==> src/rtl/hut_pkg.sv <==
package hut_pkg;

  localparam int TableEntries = 32;
  localparam int IdxW         = $clog2(TableEntries);
  localparam int MaxSends     = 4;
  localparam int NameChars    = 9;
  localparam int PackChars    = 9;
  localparam int CallW        = 7 * PackChars;
  localparam int PenW         = 6;

  localparam logic [1:0] CMD_HEARD = 2'd0;
  localparam logic [1:0] CMD_TICK  = 2'd1;
  localparam logic [1:0] CMD_SFX   = 2'd2;

  localparam logic [1:0] KIND_ACK  = 2'd0;
  localparam logic [1:0] KIND_XMIT = 2'd1;
  localparam logic [1:0] KIND_TICK = 2'd2;
  localparam logic [1:0] KIND_SFX  = 2'd3;

  localparam logic [2:0] REG_NUM_XMITS   = 3'd0;
  localparam logic [2:0] REG_XMIT_DELAYS = 3'd1;
  localparam logic [2:0] REG_RETAIN      = 3'd2;
  localparam logic [2:0] REG_DEF_OVERLAY = 3'd3;
  localparam logic [2:0] REG_DEF_SYMBOL  = 3'd4;

  typedef struct packed {
    logic             valid;
    logic [CallW-1:0] call;
    logic [3:0]       len;
    logic [7:0]       overlay;
    logic [7:0]       symbol;
    logic [15:0]      count;
    logic [31:0]      heard_at;
    logic [2:0]       sent;
    logic [31:0]      next_send;
    logic [PenW-1:0]  pen;
  } entry_t;

  typedef struct packed {
    logic [5:0]       purged;
    logic [3:0]       mlen;
    logic [CallW-1:0] mcall;
    logic [PenW-1:0]  pen;
    logic [15:0]      count;
    logic             new_entry;
    logic             found;
    logic [IdxW-1:0]  idx;
    logic             error;
    logic [1:0]       kind;
    logic             last;
  } result_t;

  function automatic logic [CallW-1:0] keep_chars(input logic [CallW-1:0] call,
                                                  input logic [3:0] len);
    logic [CallW-1:0] m;
    m = '0;
    for (int k = 0; k < PackChars; k++) begin
      if (k < int'(len)) begin
        m[CallW-1-7*k -: 7] = 7'h7f;
      end
    end
    return call & m;
  endfunction

endpackage

==> src/rtl/hut_cell.sv <==
module hut_cell (
  input  logic            clk,
  input  logic            rst_n,
  input  logic            shift,
  input  hut_pkg::entry_t d,
  output hut_pkg::entry_t q
);
  import hut_pkg::*;

  entry_t ent_r;

  always_ff @(posedge clk) begin
    if (!rst_n) begin
      ent_r.valid <= 1'b0;
    end else if (shift) begin
      ent_r.valid <= d.valid;
    end
    if (shift) begin
      ent_r.call      <= d.call;
      ent_r.len       <= d.len;
      ent_r.overlay   <= d.overlay;
      ent_r.symbol    <= d.symbol;
      ent_r.count     <= d.count;
      ent_r.heard_at  <= d.heard_at;
      ent_r.sent      <= d.sent;
      ent_r.next_send <= d.next_send;
      ent_r.pen       <= d.pen;
    end
  end

  assign q = ent_r;

endmodule

==> src/rtl/heard_user_table_scheduler.sv <==
// A heard beat makes two or three passes of the entry ring (three when a new user needs a
// pen slot) and then emits its result; a heard beat without a callsign goes straight to the
// emit, and a tick or lookup makes one pass and then emits, each held by any output stalls.
// One beat is in work at a time; the rate is set by the 32-cell ring, which turns once per
// pass. Reset (synchronous, rst_n low) empties the table, zeroes the seconds counter and loads
// the register defaults; no clearing pass is needed.
module heard_user_table_scheduler (
  input  logic          clk,
  input  logic          rst_n,
  input  logic          in_tvalid,
  output logic          in_tready,
  // callsign, callsign_length, overlay, symbol, position_known, suffix, zero pad
  input  logic [111:0]  in_tdata,
  // command
  input  logic [1:0]    in_tuser,
  output logic          out_tvalid,
  input  logic          out_tready,
  // error, entry_index, found, new_entry, heard_count, pen_slot, matched_callsign,
  // matched_length, purged_count, zero pad
  output logic [103:0]  out_tdata,
  // kind
  output logic [1:0]    out_tuser,
  output logic          out_tlast,
  input  logic          cfg_we,
  input  logic [2:0]    cfg_addr,
  input  logic [63:0]   cfg_wdata
);
  import hut_pkg::*;

  localparam logic [2:0] S_IDLE  = 3'd0;
  localparam logic [2:0] S_SCAN  = 3'd1;
  localparam logic [2:0] S_MASK  = 3'd2;
  localparam logic [2:0] S_WRITE = 3'd3;
  localparam logic [2:0] S_TICK  = 3'd4;
  localparam logic [2:0] S_SFX   = 3'd5;
  localparam logic [2:0] S_EMIT  = 3'd6;

  localparam logic [IdxW-1:0] LastIdx = IdxW'(TableEntries - 1);

  logic [2:0]  nx_r;
  logic [63:0] delays_r;
  logic [15:0] retain_r;
  logic [7:0]  dov_r, dsy_r;

  always_ff @(posedge clk) begin
    if (!rst_n) begin
      nx_r     <= 3'd3;
      delays_r <= 64'h000D000000050005;
      retain_r <= 16'd4800;
      dov_r    <= 8'd65;
      dsy_r    <= 8'd65;
    end else if (cfg_we) begin
      case (cfg_addr)
        REG_NUM_XMITS:   nx_r     <= cfg_wdata[2:0];
        REG_XMIT_DELAYS: delays_r <= cfg_wdata;
        REG_RETAIN:      retain_r <= cfg_wdata[15:0];
        REG_DEF_OVERLAY: dov_r    <= cfg_wdata[7:0];
        REG_DEF_SYMBOL:  dsy_r    <= cfg_wdata[7:0];
        default: ;
      endcase
    end
  end

  entry_t cell_q [TableEntries];
  entry_t head, tail;
  logic   shift;

  assign head = cell_q[0];

  for (genvar g = 0; g < TableEntries; g++) begin : g_cell
    if (g == TableEntries - 1) begin : g_end
      hut_cell u_cell (.clk(clk), .rst_n(rst_n), .shift(shift), .d(tail), .q(cell_q[g]));
    end else begin : g_mid
      hut_cell u_cell (.clk(clk), .rst_n(rst_n), .shift(shift), .d(cell_q[g+1]),
                       .q(cell_q[g]));
    end
  end

  logic [2:0]       state_r, state_nxt;
  logic [IdxW-1:0]  cnt_r, cnt_nxt;
  logic [1:0]       cmd_r, cmd_nxt;
  logic [CallW-1:0] call_r, call_nxt;
  logic [3:0]       len_r, len_nxt;
  logic [7:0]       ov_r, ov_nxt, sy_r, sy_nxt;
  logic             pos_r, pos_nxt;
  logic [20:0]      sfx_r, sfx_nxt;
  logic             err_r, err_nxt;
  logic             found_r, found_nxt;
  logic [IdxW-1:0]  idx_r, idx_nxt;
  logic             got_r, got_nxt;
  logic [IdxW-1:0]  free_r, free_nxt;
  logic [IdxW-1:0]  lru_r, lru_nxt;
  logic [31:0]      lru_last_r, lru_last_nxt;
  logic [TableEntries-1:0] used_r, used_nxt;
  logic [PenW-1:0]  pen_new_r, pen_new_nxt;
  logic [15:0]      res_cnt_r, res_cnt_nxt;
  logic [PenW-1:0]  res_pen_r, res_pen_nxt;
  logic [5:0]       purged_r, purged_nxt;
  logic             sf_found_r, sf_found_nxt;
  logic [IdxW-1:0]  sf_idx_r, sf_idx_nxt;
  logic [CallW-1:0] sf_call_r, sf_call_nxt;
  logic [3:0]       sf_len_r, sf_len_nxt;
  logic [31:0]      sec_r, sec_nxt;

  result_t out_r, out_nxt;
  logic    out_valid_r, out_valid_nxt;
  logic    out_free, emit_req;
  result_t emit_res;

  logic        in_go, last_step, step;
  logic [3:0]  len_in;
  logic [2:0]  lim;
  logic        due, purge, sfx_hit;
  logic [2:0]  sent_inc;
  logic [20:0] tail_chars;
  logic [PenW-1:0] pen_low;

  assign in_tready = (state_r == S_IDLE);
  assign in_go     = in_tvalid && in_tready;
  assign out_free  = !out_valid_r || out_tready;
  assign len_in    = (in_tdata[66:63] > 4'(NameChars)) ? 4'(NameChars) : in_tdata[66:63];
  assign lim       = (nx_r > 3'(MaxSends)) ? 3'(MaxSends) : nx_r;
  assign sent_inc  = head.sent + 3'd1;
  assign due       = head.valid && (head.sent < lim) && (head.next_send <= sec_r);
  assign purge     = head.valid &&
                     (({1'b0, head.heard_at} + 33'(retain_r)) < {1'b0, sec_r});

  always_comb begin
    case (head.len)
      4'd3:    tail_chars = head.call[62:42];
      4'd4:    tail_chars = head.call[55:35];
      4'd5:    tail_chars = head.call[48:28];
      4'd6:    tail_chars = head.call[41:21];
      default: tail_chars = '0;
    endcase
  end
  assign sfx_hit = head.valid && (head.len >= 4'd3) && (head.len <= 4'd6) &&
                   (tail_chars == sfx_r);

  always_comb begin
    pen_low = PenW'(TableEntries);
    for (int s = TableEntries - 1; s >= 0; s--) begin
      if (!used_nxt[s]) pen_low = PenW'(s + 1);
    end
  end

  assign step = !(state_r == S_TICK && due && !out_free);
  assign shift = step && (state_r == S_SCAN || state_r == S_MASK || state_r == S_WRITE ||
                          state_r == S_TICK || state_r == S_SFX);
  assign last_step = shift && (cnt_r == LastIdx);

  always_comb begin
    state_nxt = state_r;  cnt_nxt = cnt_r;  cmd_nxt = cmd_r;
    call_nxt = call_r;  len_nxt = len_r;  ov_nxt = ov_r;  sy_nxt = sy_r;
    pos_nxt = pos_r;  sfx_nxt = sfx_r;  err_nxt = err_r;
    found_nxt = found_r;  idx_nxt = idx_r;  got_nxt = got_r;  free_nxt = free_r;
    lru_nxt = lru_r;  lru_last_nxt = lru_last_r;  used_nxt = used_r;
    pen_new_nxt = pen_new_r;  res_cnt_nxt = res_cnt_r;  res_pen_nxt = res_pen_r;
    purged_nxt = purged_r;  sf_found_nxt = sf_found_r;  sf_idx_nxt = sf_idx_r;
    sf_call_nxt = sf_call_r;  sf_len_nxt = sf_len_r;  sec_nxt = sec_r;
    tail = head;
    emit_req = 1'b0;
    emit_res = '0;

    if (shift) cnt_nxt = cnt_r + IdxW'(1);

    case (state_r)
      S_IDLE: begin
        if (in_go) begin
          cmd_nxt      = in_tuser;
          len_nxt      = len_in;
          call_nxt     = keep_chars(in_tdata[62:0], len_in);
          ov_nxt       = in_tdata[74:67];
          sy_nxt       = in_tdata[82:75];
          pos_nxt      = in_tdata[83];
          sfx_nxt      = in_tdata[104:84];
          cnt_nxt      = '0;
          err_nxt      = 1'b0;
          found_nxt    = 1'b0;
          got_nxt      = 1'b0;
          used_nxt     = '0;
          purged_nxt   = '0;
          sf_found_nxt = 1'b0;
          case (in_tuser)
            CMD_HEARD: begin
              if (len_in == 4'd0) begin
                err_nxt   = 1'b1;
                state_nxt = S_EMIT;
              end else begin
                state_nxt = S_SCAN;
              end
            end
            CMD_TICK: begin
              sec_nxt   = sec_r + 32'd1;
              state_nxt = S_TICK;
            end
            CMD_SFX: state_nxt = S_SFX;
            default: ;
          endcase
        end
      end
      S_SCAN: begin
        if (!found_r && head.valid && head.call == call_r && head.len == len_r &&
            head.overlay == ov_r) begin
          found_nxt = 1'b1;
          idx_nxt   = cnt_r;
        end
        if (!got_r && !head.valid) begin
          got_nxt  = 1'b1;
          free_nxt = cnt_r;
        end
        if (cnt_r == '0 || head.heard_at < lru_last_r) begin
          lru_nxt      = cnt_r;
          lru_last_nxt = head.heard_at;
        end
        if (last_step) begin
          if (!found_nxt) idx_nxt = got_nxt ? free_nxt : lru_nxt;
          state_nxt = (!found_nxt && !pos_r) ? S_MASK : S_WRITE;
        end
      end
      S_MASK: begin
        if (head.valid && cnt_r != idx_r && head.pen != '0) begin
          used_nxt[IdxW'(head.pen - PenW'(1))] = 1'b1;
        end
        if (last_step) begin
          pen_new_nxt = pen_low;
          state_nxt   = S_WRITE;
        end
      end
      S_WRITE: begin
        if (cnt_r == idx_r) begin
          if (found_r) begin
            if (head.count != 16'hFFFF) tail.count = head.count + 16'd1;
            if (ov_r != dov_r || sy_r != dsy_r) begin
              tail.overlay = ov_r;
              tail.symbol  = sy_r;
            end
            if (pos_r) tail.pen = '0;
          end else begin
            tail.valid   = 1'b1;
            tail.call    = call_r;
            tail.len     = len_r;
            tail.overlay = ov_r;
            tail.symbol  = sy_r;
            tail.count   = 16'd1;
            tail.pen     = pos_r ? '0 : pen_new_r;
          end
          tail.heard_at  = sec_r;
          tail.sent      = '0;
          tail.next_send = sec_r + 32'(delays_r[15:0]);
          res_cnt_nxt    = tail.count;
          res_pen_nxt    = tail.pen;
        end
        if (last_step) state_nxt = S_EMIT;
      end
      S_TICK: begin
        if (due) begin
          emit_req       = 1'b1;
          emit_res.kind  = KIND_XMIT;
          emit_res.idx   = cnt_r;
          emit_res.count = head.count;
          emit_res.pen   = head.pen;
          tail.sent      = sent_inc;
          if (sent_inc < lim) begin
            tail.next_send = head.next_send + 32'(delays_r[16*sent_inc[1:0] +: 16]);
          end
        end
        if (purge) begin
          tail.valid = 1'b0;
          if (step) purged_nxt = purged_r + 6'd1;
        end
        if (last_step) state_nxt = S_EMIT;
      end
      S_SFX: begin
        if (!sf_found_r && sfx_hit) begin
          sf_found_nxt = 1'b1;
          sf_idx_nxt   = cnt_r;
          sf_call_nxt  = head.call;
          sf_len_nxt   = head.len;
        end
        if (last_step) state_nxt = S_EMIT;
      end
      S_EMIT: begin
        emit_req      = 1'b1;
        emit_res.last = 1'b1;
        case (cmd_r)
          CMD_HEARD: begin
            emit_res.kind = KIND_ACK;
            if (err_r) begin
              emit_res.error = 1'b1;
            end else begin
              emit_res.idx       = idx_r;
              emit_res.found     = found_r;
              emit_res.new_entry = !found_r;
              emit_res.count     = res_cnt_r;
              emit_res.pen       = res_pen_r;
            end
          end
          CMD_TICK: begin
            emit_res.kind   = KIND_TICK;
            emit_res.purged = purged_r;
          end
          default: begin
            emit_res.kind = KIND_SFX;
            if (sf_found_r) begin
              emit_res.found = 1'b1;
              emit_res.idx   = sf_idx_r;
              emit_res.mcall = sf_call_r;
              emit_res.mlen  = sf_len_r;
            end
          end
        endcase
        if (out_free) state_nxt = S_IDLE;
      end
      default: state_nxt = S_IDLE;
    endcase
  end

  always_comb begin
    out_nxt       = out_r;
    out_valid_nxt = out_valid_r;
    if (out_free) begin
      out_valid_nxt = emit_req;
      if (emit_req) out_nxt = emit_res;
    end
  end

  always_ff @(posedge clk) begin
    if (!rst_n) begin
      state_r     <= S_IDLE;
      cnt_r       <= '0;
      sec_r       <= '0;
      out_valid_r <= 1'b0;
    end else begin
      state_r     <= state_nxt;
      cnt_r       <= cnt_nxt;
      sec_r       <= sec_nxt;
      out_valid_r <= out_valid_nxt;
    end
  end

  always_ff @(posedge clk) begin
    cmd_r      <= cmd_nxt;      call_r     <= call_nxt;     len_r    <= len_nxt;
    ov_r       <= ov_nxt;       sy_r       <= sy_nxt;       pos_r    <= pos_nxt;
    sfx_r      <= sfx_nxt;      err_r      <= err_nxt;      found_r  <= found_nxt;
    idx_r      <= idx_nxt;      got_r      <= got_nxt;      free_r   <= free_nxt;
    lru_r      <= lru_nxt;      lru_last_r <= lru_last_nxt; used_r   <= used_nxt;
    pen_new_r  <= pen_new_nxt;  res_cnt_r  <= res_cnt_nxt;  res_pen_r <= res_pen_nxt;
    purged_r   <= purged_nxt;   sf_found_r <= sf_found_nxt; sf_idx_r <= sf_idx_nxt;
    sf_call_r  <= sf_call_nxt;  sf_len_r   <= sf_len_nxt;   out_r    <= out_nxt;
  end

  assign out_tvalid = out_valid_r;
  assign out_tuser  = out_r.kind;
  assign out_tlast  = out_r.last;
  assign out_tdata  = {1'b0, out_r.purged, out_r.mlen, out_r.mcall, out_r.pen, out_r.count,
                       out_r.new_entry, out_r.found, out_r.idx, out_r.error};

endmodule
==> config.mk <==
export PLATFORM = sky130hd
export DESIGN_NAME = heard_user_table_scheduler
export DESIGN_NICKNAME = d
export VERILOG_FILES = /design/src/rtl/hut_pkg.sv /design/src/rtl/hut_cell.sv /design/src/rtl/heard_user_table_scheduler.sv
export SDC_FILE = /design/constraint.sdc
export NUM_CORES = 2
export LEC_CHECK = 0
export BUFFER_PORTS_ARGS = -buffer_cell sky130_fd_sc_hd__buf_2
export CORE_ASPECT_RATIO = 1.4
export CORE_UTILIZATION = 55
export DETAILED_ROUTE_END_ITERATION = 10
export HOLD_SLACK_MARGIN = 0.12
export PLACE_DENSITY = 0.75
export SLEW_MARGIN = 20
export SYNTH_ARGS = -nofsm -noshare
export SYNTH_HDL_FRONTEND = slang
export SYNTH_SLANG_ARGS = --single-unit
==> constraint.sdc <==
create_clock -name clk -period 714.7 [get_ports clk]
set_clock_uncertainty 0.1 [all_clocks]
set_input_delay 142.94 -clock clk [delete_from_list [all_inputs] [get_ports clk]]
set_output_delay 142.94 -clock clk [all_outputs]
set_load 0.005 [all_outputs]
-- After elaboration in Yosys (flattened, before gate mapping)
Cells that the tools add are included.
- register bits after elaboration: 6078
- input port bits: 186
- add/sub/neg operators: 9
- magnitude comparators: 20
- equality and inequality tests: 37
- shift-type cells: 1
- muxes and demuxes: 127
- bitwise logic cells: 5
- reductions and logical operators: 74
- operators by type and width (cell ; count):
    2-to-1 mux 7 bit ; 27
    2-to-1 mux 173 bit ; 1
    2-to-1 mux 131 bit ; 1
    2-to-1 mux 32 bit ; 4
    2-to-1 mux 5 bit ; 25
    one-hot mux 21 bit (4 select lines) ; 1
    one-hot mux 35 bit (2 select lines) ; 1
    2-to-1 mux 68 bit ; 1
    adder 32 x 16 -> 32 bit ; 2
    one-hot mux 32 bit (2 select lines) ; 1
    indexed part select 64 x 7 -> 16 bit ; 1
    AND 63 bit ; 1
    == test 63 bit ; 1
    2-to-1 mux 6 bit ; 9
    one-hot mux 22 bit (2 select lines) ; 1
    2-to-1 mux 4 bit ; 9
    2-to-1 mux 35 bit ; 1
    adder 32 x 16 -> 33 bit ; 1
    less-than comparator 33 x 32 -> 1 bit ; 1
    2-to-1 mux 3 bit ; 11
    adder 32 x 1 -> 32 bit (second input constant) ; 1
    <= comparator 32 bit ; 1
    less-than comparator 32 bit ; 1
    2-to-1 mux 16 bit ; 2
    other kinds (66) ; 168

-- Longest topological paths before layout
- word-level depth: 38
- mapped depth: 21
- gate-level depth less buffers: 21

-- Hierarchy
From an unflattened synthesis, not the netlist that was laid out.
- cells, all modules: 8560
- area total of the unflattened synthesis: 196965.2 µm²
- by module, submodules not included (module ; times used ; cells each ; area an instance (µm²) ; sequential area each (µm²)):
    hut_cell ; 32 ; 175 ; 5201.2 ; 5185.0
    heard_user_table_scheduler ; 1 ; 2960 ; 30525.5 ; 14533.9

-- Least setup slack after synthesis
OpenSTA, ideal clock, no wires.
- path kind: in2reg
- start point: in out_tready
- end point: reg cnt_r[2]
- arrival time: 376.657 ns
- required time: 714.110 ns
- setup slack: 337.453 ns
- cell stages on the path: 5
- path buffers: 1
- cells stage by stage: nand2b_1 nor4_1 clkbuf_1 nor2_1 a31o_2
- word-level cells in the longest chain between the ends: 8
- RTL lines (item ; line ; RTL):
    from (decl) ; heard_user_table_scheduler.sv:17 ; input logic out_tready,
    logical OR 1 bit (*) ; heard_user_table_scheduler.sv:120 ; assign out_free = !out_valid_r || out_tready;
    logical NOT 1 bit (*) ; heard_user_table_scheduler.sv:147 ; assign step = !(state_r == S_TICK && due && !out_free);
    logical AND 1 bit (*) ; heard_user_table_scheduler.sv:147 ;
    logical NOT 1 bit (*) ; heard_user_table_scheduler.sv:147 ;
    logical AND 1 bit (*) ; heard_user_table_scheduler.sv:148 ; assign shift = step && (state_r == S_SCAN || state_r == S_MASK || state_r == S_WRITE ||
    named net g_cell[0].g_mid.u_cell.shift ; hut_cell.sv:4 ; input logic shift,
    2-to-1 mux 5 bit (*) ; heard_user_table_scheduler.sv:165 ; if (shift) cnt_nxt = cnt_r + IdxW'(1);
    2-to-1 mux 5 bit ; heard_user_table_scheduler.sv:169 ; if (in_go) begin
    2-to-1 mux 5 bit (*) ; heard_user_table_scheduler.sv:167 ; case (state_r)
    to (signal assigned) ; heard_user_table_scheduler.sv:336 ; cnt_r <= cnt_nxt;
    to (decl) ; heard_user_table_scheduler.sv:80 ; logic [IdxW-1:0] cnt_r, cnt_nxt;
The timed path passes the listed nets; every way through them passes the cells marked *.
A chain may end at the register's enable or synchronous reset.

-- Worst setup path after layout
- start point: in out_tready
- end point: reg g_cell[2].g_mid.u_cell.ent_r (netlist bit g_cell[2].g_mid.u_cell.q[11]) (enable)
- word-level cells in the longest chain between the ends: 5
- RTL lines (item ; line ; RTL):
    logical OR 1 bit ; heard_user_table_scheduler.sv:120 ;
    logical NOT 1 bit ; heard_user_table_scheduler.sv:147 ;
    logical AND 1 bit ; heard_user_table_scheduler.sv:147 ;
    logical NOT 1 bit ; heard_user_table_scheduler.sv:147 ;
    logical AND 1 bit ; heard_user_table_scheduler.sv:148 ;
    named net g_cell[0].g_mid.u_cell.shift ; hut_cell.sv:4 ;
    to (decl) ; hut_cell.sv:10 ; entry_t ent_r;
The timed path passes the listed nets, and every way through them passes these cells.

==> out/results.ini <==
[die]
dieArea_mm2 = 0.346
die_h_um = 696
floorplan.initialDensity_pct = 55.3
core-area_mm2 = 0.342
rows = 254
num_io_pins = 295
die_x_um = 498

[cts]
root_buffer = clkbuf_16
cts.reportedPaths.clkPinSlew_ns = 0.07
insertion_delay_ns = 1.00
cts_buffers = 485
cts.sinks = 5821
post_cts_buffers = 0
ctsHoldBuffers = 0
cts_tree = yes
cts_max_level = 5
post_cts_resized = 0
clock_path_buffers = 4

[yosys]
synth_area_leaders = edfxtp_1, dfxtp_1, ha_1, nand2_1, a21oi_1
synth_edf_count = 5618
avgSynthCellArea_um2 = 22.5
synth_cells = 8420
seq_area_frac_synth_pct = 91.3
ys_types = 97
ys.flop_type = edfxtp_1
yosysWarnings = 0
synth_area_mm2 = 0.189
syn_nets = 8765
yosys.area.top_type_share_pct = 89.2
yosysTopAreaCell = edfxtp_1
ys_ff_latch = 5821
async_flop_share_pct = 0

[route]
vias = 77600
wl_per_cell_um = 24.7
drtAntennaViolNets = 0
drt-pass1-iter-count = 9
routed_wl_um = 347000
drtIter0Drc = 7919
drc = 0
routed_via_density = 5.52

[worst_setup_path]
start_kind = input port
path_depth = 13
slowest_stage = buf_4
ff2ff_path_depth = 19
cp_slowest_stage_delay_ns = 0.92
critPathTopFamily = buffers and inverters
crit_type = input port to flop
worstPathMaxFanout = 179
cp.arrival_ns = 150.64
cp-end-kind = flop
path_buf_inv = 10
worst_path_most_repeated_cell = buf_4
critPathRequiredTime_ns = 715.18
r2r_slack_ns = 704.33
path_cells = buf_2 > nand2b_1 > nor4_2 > buf_4 > nor2_4 > buf_12 > buf_4 > buf_4 > buf_4 > buf_16 > buf_6 > buf_4 > buf_4

[timing]
layout_setup_ws_ns = 564.55
hold_violations = 0
period_share_pct = 21.0
worst_slew_pin_slew_ns = 1.18
max_clock_freq_ghz = 0.00666
drv_slew = 0
final.setup.tns_ns = 0
fin_crit_ns = 150.16
finalSetupViolCount = 0
grt_setup_unrepaired = no
maxSlewHeadroom_pct = 21.4

[global_routing]
grtUsageTotal_pct = 19.9
grt_pass1_wl_um = 508000
globalRoute.totalOverflow = 0
grt_max_degree = 225
antenna_found_initial = 64
grt_pass1_vias = 78100

[placement]
place_ws_ns = 562.92
port_buffers = 286
gp_congestion = 0.883
hpwl_um = 187000

[cells_and_area]
final_cell_mix = edfxtp_1, clkbuf_16, nand2_1
drive_gt1_share_pct = 13.1
layout.nets = 9498
syn_to_final_growth_pct = 12.6
final_common_cell = edfxtp_1

[min_path]
hold_depth = 0
worstHoldPathType = flop to flop

[flow_run]
maxCapViolations = 0

[pwr]
vdd_drop_max_uv = 8.97
powerDensity_mw_per_mm2 = 5.49
total_leakage_power_nw = 70.9

[outcome]
outcome = finished, final reports clean

## registers in the layout, indices dropped and copies added (netlist names), 16 cells and up
signal                 count
g_cell.g_mid.u_cell.q   5115
g_cell.g_end.u_cell.q    165
out_tdata                103
delays_r                  64
call_r                    63
sf_call_r                 63
lru_last_r                32
sec_r                     32
used_r                    31
sfx_r                     21
res_cnt_r                 16
retain_r                  16
## cell families after synthesis
| family | count (synthesis) | synth area share, % |
|---|---|---|
| buffers and inverters | 291 | 0.601 |
| and+or+nand+nor | 1167 | 3.01 |
| muxes | 108 | 0.729 |
| AOI/OAI and AO/OA | 680 | 2.38 |
| DFF | 5821 | 91.3 |
| other | 1 | 0.00198 |
| adders and majority gates | 159 | 1.06 |
| xor gates and xnor gates | 193 | 0.894 |
## synthesized netlist by cell type (24+ instances only)
cell      instances
nand3_1         118
edfxtp_1       5618
and2_1          112
nor2b_1          76
dfxtp_1         203
o21ai_0         143
nor4_1           30
nor2_1          175
nand4_1          49
ha_1            156
a22o_1           33
clkbuf_1        127
and3_1           29
inv_1           136
nand2_1         448
mux2_2           74
a21oi_1         207
a21o_1           43
nor3_1           35
xor2_1           79
xnor2_1         114
o211ai_1         24
## worst register-to-register path, delay by kind of cell, from the launching register on
family / cells / cell delay (ns)
buffers and inverters: 10 / 6.59
AO/OA/AOI/OAI: 3 / 0.93
adder cells (fa/ha/maj): 1 / 0.33
flip-flops: 1 / 0.56
AND/OR/NAND/NOR: 5 / 1.42
## final timing paths
| check | endpoint | startpoint |
|---|---|---|
| min reg2reg | g_cell[26].g_mid.u_cell.q[9] | g_cell[27].g_mid.u_cell.q[9] |
| max | g_cell[2].g_mid.u_cell.q[11] | out_tready |
| min | g_cell[26].g_mid.u_cell.q[9] | g_cell[27].g_mid.u_cell.q[9] |
| max reg2reg | g_cell[2].g_mid.u_cell.q[11] | sec_r[15] |
## area by class of cell
cell class                 instances  area [um2]
sequential                      5821      173000
fill                           22100      129000
multi-input combinational       2308       15400
clock buffer                     574       12600
tap                             4480        5610
clock inverter                   323        3540
timing repair buffer             397        2440
inverter                         140         534
antenna                           16        40.0
## per-stage QoR
step	cells	instance area, um2	util, %	power [mW]	hold slack (ns)
2_1_floorplan	8420	189000	-	2.91	0.300
3_3_place_gp	13100	197000	57.5	0.877	0.300
3_5_place_dp	13100	197000	57.5	0.893	0.305
4_1_cts	14000	213000	62.2	1.18	0.269
5_1_grt	14000	213000	62.3	1.22	0.275
6_report	14100	213000	62.3	1.17	0.276
## power breakdown
part / internal (mW) / switching (mW) / leakage [nW] / total (mW)
logic: 0.0249 / 0.138 / 8.01 / 0.163
clock network: 0.150 / 0.123 / 7.80 / 0.273
registers: 0.664 / 0.0699 / 55.1 / 0.734
total: 0.838 / 0.331 / 70.9 / 1.17
## layer usage
layer	part of all wire, %	track usage (%)
met4	3.8	7.77
met2	48	31.8
met1	41	27.4
met5	0.014	0
met3	6.9	3.58
(Power assumes the default switching activity.)
